## config.mk

```make
export PLATFORM = sky130hd
export DESIGN_NAME = arta_rem
export DESIGN_NICKNAME = d
export VERILOG_FILES = /design/src/sv/arta_pkg.sv /design/src/sv/arta_rem.sv
export SDC_FILE = /design/constraint.sdc
export NUM_CORES = 1
export LEC_CHECK = 0
export ABC_CLOCK_PERIOD_IN_PS = 5500
export BUFFER_PORTS_ARGS = -buffer_cell sky130_fd_sc_hd__buf_2
export CAP_MARGIN = 40
export CORE_MARGIN = 3
export CORE_UTILIZATION = 40
export DETAILED_ROUTE_END_ITERATION = 16
export PLACE_DENSITY = 0.67
export SLEW_MARGIN = 25
export SYNTH_ARGS = -nofsm -noshare
export SYNTH_HDL_FRONTEND = slang
export SYNTH_SLANG_ARGS = --single-unit
```

## constraint.sdc

```tcl
create_clock -name clk -period 5.5 [get_ports clk]
set_clock_uncertainty 0.2 [all_clocks]
set_input_delay 0.825 -clock clk [delete_from_list [all_inputs] [get_ports clk]]
set_output_delay 0.825 -clock clk [all_outputs]
set_load 0.005 [all_outputs]
```

## src/sv/arta_pkg.sv

```systemverilog
// Shared constants, types and helper functions for the address range table allocator.
package arta_pkg;

  localparam int MAX_ENTRIES = 32;
  localparam int IDX_W = $clog2(MAX_ENTRIES);
  localparam int CNT_W = $clog2(MAX_ENTRIES + 1);

  localparam int ADDR_W = 64;
  localparam int TYPE_W = 8;
  localparam int ALIGN_W = 32;
  localparam int ACT_W = 3;
  localparam int RIDX_W = 6;

  localparam int IN_W = ((2 * ADDR_W + TYPE_W + ALIGN_W + 7) / 8) * 8;
  localparam int OUT_W = ((2 + 2 * ADDR_W + RIDX_W + ADDR_W + TYPE_W + 7) / 8) * 8 - ADDR_W;

  localparam logic [TYPE_W-1:0] T_READ = 8'h01;
  localparam logic [TYPE_W-1:0] T_WRITE = 8'h02;
  localparam logic [TYPE_W-1:0] T_EXEC = 8'h04;
  localparam logic [TYPE_W-1:0] T_NOPAGE = 8'h08;
  localparam logic [TYPE_W-1:0] T_DISCARD = 8'h10;
  localparam logic [TYPE_W-1:0] T_SOLID = 8'h20;

  localparam logic [RIDX_W-1:0] RIDX_NONE = RIDX_W'(MAX_ENTRIES);

  typedef enum logic [ACT_W-1:0] {
    ACT_ADD    = 3'd0,
    ACT_REMOVE = 3'd1,
    ACT_ALLOC  = 3'd2,
    ACT_PACK   = 3'd3,
    ACT_FIND   = 3'd4
  } action_t;

  typedef enum logic [3:0] {
    S_IDLE,
    S_RD,
    S_PROC,
    S_DIV,
    S_ALGN,
    S_EVAL,
    S_CMT,
    S_TAIL,
    S_W1,
    S_W2,
    S_FIN,
    S_OUT
  } state_t;

  typedef struct packed {
    logic [TYPE_W-1:0] etype;
    logic [ADDR_W-1:0] end_addr;
    logic [ADDR_W-1:0] start_addr;
  } entry_t;

  typedef struct packed {
    logic [ALIGN_W-1:0] alignment;
    logic [TYPE_W-1:0]  region_type;
    logic [ADDR_W-1:0]  region_size;
    logic [ADDR_W-1:0]  region_address;
  } in_t;

  typedef struct packed {
    logic [TYPE_W-1:0] found_type;
    logic [ADDR_W-1:0] region_end;
    logic [RIDX_W-1:0] region_index;
    logic [ADDR_W-1:0] result_address;
    logic              table_full;
    logic              ok;
  } out_t;

  function automatic logic type_fits(input logic [TYPE_W-1:0] req, input logic [TYPE_W-1:0] have);
    logic [TYPE_W-1:0] need;
    need = req & (T_READ | T_WRITE | T_EXEC | T_NOPAGE);
    return (req == '0) ||
           (((need & ~have) == '0) && ((req & T_DISCARD) == (have & T_DISCARD)));
  endfunction

  function automatic logic [TYPE_W-1:0] lead_type(input logic [TYPE_W-1:0] et);
    return ((et & T_SOLID) != '0) ? (et & ~T_EXEC) : et;
  endfunction

endpackage

```

## src/sv/arta_rem.sv

```systemverilog
// Bit-serial remainder unit that reduces a 64-bit address modulo a 32-bit alignment.
module arta_rem import arta_pkg::*; (
  input  logic               clk,
  input  logic               rst,
  input  logic               start,
  input  logic [ADDR_W-1:0]  dividend,
  input  logic [ALIGN_W-1:0] divisor,
  output logic               done,
  output logic [ALIGN_W-1:0] rem
);

  localparam int STEP_W = $clog2(ADDR_W);

  logic              busy;
  logic [STEP_W-1:0] step;
  logic [ADDR_W-1:0] dvd;
  logic [ALIGN_W-1:0] dsr;
  logic [ALIGN_W:0]   trial;
  logic [ALIGN_W+1:0] diff;
  logic [ALIGN_W-1:0] rem_next;

  always_comb begin
    trial = {rem, dvd[ADDR_W-1]};
    diff = {1'b0, trial} - {2'b00, dsr};
    rem_next = diff[ALIGN_W+1] ? trial[ALIGN_W-1:0] : diff[ALIGN_W-1:0];
  end

  always_ff @(posedge clk) begin
    if (rst) begin
      busy <= 1'b0;
      done <= 1'b0;
      step <= '0;
    end else begin
      done <= 1'b0;
      if (start) begin
        busy <= 1'b1;
        step <= '0;
      end else if (busy) begin
        step <= step + 1'b1;
        if (step == STEP_W'(ADDR_W - 1)) begin
          busy <= 1'b0;
          done <= 1'b1;
        end
      end
    end
  end

  always_ff @(posedge clk) begin
    if (start) begin
      dvd <= dividend;
      dsr <= divisor;
      rem <= '0;
    end else if (busy) begin
      rem <= rem_next;
      dvd <= dvd << 1;
    end
  end

endmodule

```

# Word level (Yosys, flattened, before mapping)
# Index checks and enable logic that the tools add are counted.
# classes
add_sub_neg,2
n_eq_ne,1
n_mux,7
bitwise,1
reduce_logical,3
# ops
cell,count
$mux W64,2
$sub A33 B32 Y34,1
$mux W32,1
$add A6 B1 Y6 const B,1
$eq A6 B6 Y1 const B,1
$mux W1,4
$reduce_or A3 Y1,1
$reduce_bool A2 Y1,1
$reduce_or A2 Y1,1
$not A1 Y1,1
# totals
regBits,136
inputBits,99
out_inout_bits,33
word_cells,20

# Logic depth before layout (Yosys ltp)
# depth
ltp_word,4
mapped_depth,14
ltp_nobuf,12

# Worst setup path before layout
# OpenSTA, ideal clock, no wires.
# synth_path
path_type,input port to flip-flop
start,input start
end,"register dvd[0], enable pin"
setup_time_ns,0.418
arrival_ns,2.377
required_time_ns,4.882
path_slack_ns,2.505
path_stages,3
n_path_buf,1
path_cell_list,nor2_1 > clkbuf_1 > inv_1
# synth_via
elab_chain_cells,1
# synth_lines
element,line_no,source
start: declaration,arta_rem.sv:5,"input logic start,"
$reduce_bool A2 Y1 (no line),-,
end signal: assignment,arta_rem.sv:50,dvd <= dividend;
end signal: assignment,arta_rem.sv:55,dvd <= dvd << 1;
end: declaration,arta_rem.sv:16,logic [ADDR_W-1:0] dvd;
# Every way passes these cells.
# A chain may end at the register's enable or synchronous reset.

# Final worst setup path
# layout_path
start,register rem[13]
end,register rem[20]
# layout_via
elab_chain_cells,2
# layout_lines
element,line_no,source
start: declaration,arta_rem.sv:9,output logic [ALIGN_W-1:0] rem
start signal: assignment,arta_rem.sv:54,rem <= rem_next;
$sub A33 B32 Y34,arta_rem.sv:24,"diff = {1'b0, trial} - {2'b00, dsr};"
$mux W32,arta_rem.sv:25,rem_next = diff[ALIGN_W+1] ? trial[ALIGN_W-1:0] : diff[ALIGN_W-1:0];
# Every way passes these cells.

==> impl_metrics.ini <==
[run_status]
status = finished clean

[floorplanning]
io_pins = 132
start_util_pct = 40.94
core-area_sq_um = 17360
rows = 48
die_area_sq_um = 19400
die_h_um = 139.3
die_w_um = 139.3

[logic_synthesis]
yosysWarnings = 0
yosys.area_share.adder_pct = 6.093
synth-seq-cells = 136
synth_mux_area_share_pct = 10.69
synth_top_family_by_area = compound AO/OA/AOI/OAI gates
synth_top_cell_area_share_pct = 40.57
synthesis.nets = 765
synth-async-reset-ratio_pct = 0
synth-edff-count = 96
synth_seq_area_share_pct = 51.84
postSynthCellCount = 632
netlist.top_cell.by_area = edfxtp_1
avgSynthCellArea_sq_um = 11.24
syn_area_sq_um = 7106
synth_compound_area_share_pct = 14.46
ys.flop_type = edfxtp_1
yosysMostFrequentCell = edfxtp_1
netlist_top_cells_count = edfxtp_1 (96), mux2_2 (63), nor2_1 (55), a21oi_1 (52), inv_1 (42)
synthTopCellsByArea = edfxtp_1 (41%), dfxtp_1 (11%), mux2_2 (10%)
synth.distinct_cells = 53
synthXorXnorAreaFrac_pct = 3.698
yosys.area_share.simple_pct = 9.139

[timing]
finalCritPeriodShare_pct = 59.52
fmax_mhz = 305.5
maxSlewViolCount = 0
setup-tns-final_ns = 0
worstMarginPinSlew_ns = 0.6665
max-slew-margin-rel_pct = 55.50
min_period_ns = 3.274
setup_viol = 0
final-hold-violation-count = 0
whs_ns = 0.2849
rsz0062_at_grt = false

[clock_network]
clock_tree.root_cell = clkbuf_16
post_cts_buffers = 0
cts.sinks = 136
clock_latency_ns = 0.42
cts-resized-gates = 0
htreeDepth = 4
clkTransAtPathRegs_ns = 0.06
clock_path_buffers = 2
cts_tree = yes
numCtsBuffers = 17
cts_hold_buf = 0

[routing]
routed.top_layer = met5
drt-wirelength-per-cell_um = 15.79
avgViaCountPerCell = 5.181
wl_met3_um = 1464
ant_nets = 0
drtPass1Iterations = 5
drt-total-wl_um = 15800
wl_met2_um = 7106
drt_iter0_drc = 291
drc = 0
vias = 5186
drt-met1-wl_um = 6994

[setup_path]
reg2regPathDepth = 10
r2r_end = rem[20]
cp_num_buf_inv = 1
crit_path_top_delay_cell = buf_4
criticalPathCategory = register to register
worstPathRequired_ns = 5.59
critPathMaxFanout = 56
ff2ff_setup_slack_ns = 2.23
setup.worst_path.end_class = register
r2r-start = rem[13]
slowest_delay_ns = 0.52
start_kind = register
path_delay_family = compound AO/OA/AOI/OAI gates
arrival_ns = 3.36
critPathMostFrequentCell = o21ai_0
path_cells = ha_1, a21oi_1, o21ai_1, nor3_2, o21ai_0, and2_4, a2111oi_4, buf_4, nand2b_1, o21ai_0
path_depth = 10

[worst_hold_path]
min-delay-start = step[5]
hp-class = register to register
hold_depth = 2
holdPathEnd = step[5]

[placement]
io_buffers = 131
placed_cells = 968
place_hpwl_um = 11170
gp_congestion = 0.8446

[global_routing]
grt_pass1_vias = 5300
antenna_found_initial = 5
grt_max_degree = 57
grt_use_total_pct = 16.77
grt_pass1_wl_um = 26280
grt_overflow = 0

[power]
power_density_nw_per_um2 = 312.9
fin_total_pwr_mw = 2.666
vdd_drop_max_mv = 0.2124
p_leak_nw = 3.631

[final_layout]
fillCellCount = 1632
drive_gt1_share_pct = 31.74
finalNonFillerCells = 1001
register_area_sq_um = 3684
multi_input_area_sq_um = 3132
syn_to_final_growth_pct = 19.90
fin_nets = 896

[run]
drv_cap = 0
==> report_power, final <==
part / leakage (nW) / switching [mW] / internal, mW
logic: 2.09 / 0.197 / 0.169
registers: 1.28 / 0.0310 / 1.19
clock network: 0.260 / 0.455 / 0.621
total: 3.63 / 0.683 / 1.98
==> stage by stage <==
| step | setup WS [ns] | area (sq um) | utilization, % |
|---|---|---|---|
| 2_1_floorplan | 2.505 | 7106 | - |
| 3_3_place_gp | 2.277 | 7958 | 45.85 |
| 3_5_place_dp | 2.256 | 7958 | 45.85 |
| 4_1_cts | 2.243 | 8509 | 49.03 |
| 5_1_grt | 1.942 | 8517 | 49.07 |
| 6_report | 2.226 | 8519 | 49.08 |
==> cell type report <==
class | count | share of cell area (%)
clock inverter | 14 | 1.483
inverter | 42 | 1.850
clock buffer | 17 | 4.993
sequential | 136 | 43.24
timing repair buffer | 138 | 8.342
multi-input combinational | 428 | 36.76
antenna | 1 | 0.02937
tap | 225 | 3.304
==> worst register-to-register path, cell delays in order, from the launching register on <==
cell       delay, ns
dfxtp_1         0.34
ha_1            0.39
a21oi_1         0.23
o21ai_1         0.14
nor3_2          0.26
o21ai_0         0.12
and2_4          0.20
a2111oi_4       0.28
buf_4           0.52
nand2b_1        0.34
o21ai_0         0.13
==> sequential cells by signal, summed over array words and instances (netlist names) <==
| name | flops |
|---|---|
| step | 6 |
| busy | 1 |
| done | 1 |
| dsr | 32 |
| dvd | 64 |
| rem | 32 |
==> layout by cell type, fill, tap and decap left out, types with 5 or more instances in the layout <==
cell type  synthesis  layout
mux2_2            63      63
a211oi_1          14      14
clkbuf_16          0      17
dfxtp_1           40      40
edfxtp_1          96      96
nor2_1            55      55
inv_1             42      41
a22o_1             5       5
buf_4              0       7
ha_1              33      33
a32oi_1            5       5
nand3_1            5       5
a21o_1            10      10
o21ai_0           25      25
o21ai_1            7       7
and3_1             7       7
nand2_1           37      37
mux2i_1            5       5
o21bai_1           6       6
xnor2_1           14      14
buf_2              4     130
a21oi_1           52      52
nand4_1            9       9
nand2b_1           5       5
xor2_1            16      16
nor2b_1            6       6
==> worst max-delay path by stage <==
stage               slack [ns]      end     from
floorplan                 2.51   dvd[0]    start
global placement          2.28  rem[29]  dsr[16]
detailed placement        2.26  rem[29]  dsr[16]
CTS                       2.24  rem[18]  dsr[16]
global route              1.94  rem[18]  dsr[14]
finish                    2.23  rem[20]  rem[13]
==> per-layer routing <==
metal | vias up | track usage (%)
met2 | 141 | 26.13
met1 | 2430 | 21.15
met5 | - | 0
li1 | 2584 | -
met3 | 23 | 7.766
met4 | 8 | 4.480
==> cell families after synthesis <==
| family | count (synthesis) |
|---|---|
| buffers and inverters | 68 |
| adder cells (fa/ha/maj) | 34 |
| AO/OA/AOI/OAI | 155 |
| multiplexers | 68 |
| AND/OR/NAND/NOR | 141 |
| XOR/XNOR | 30 |
| flip-flops | 136 |
(Power assumes the default switching activity.)
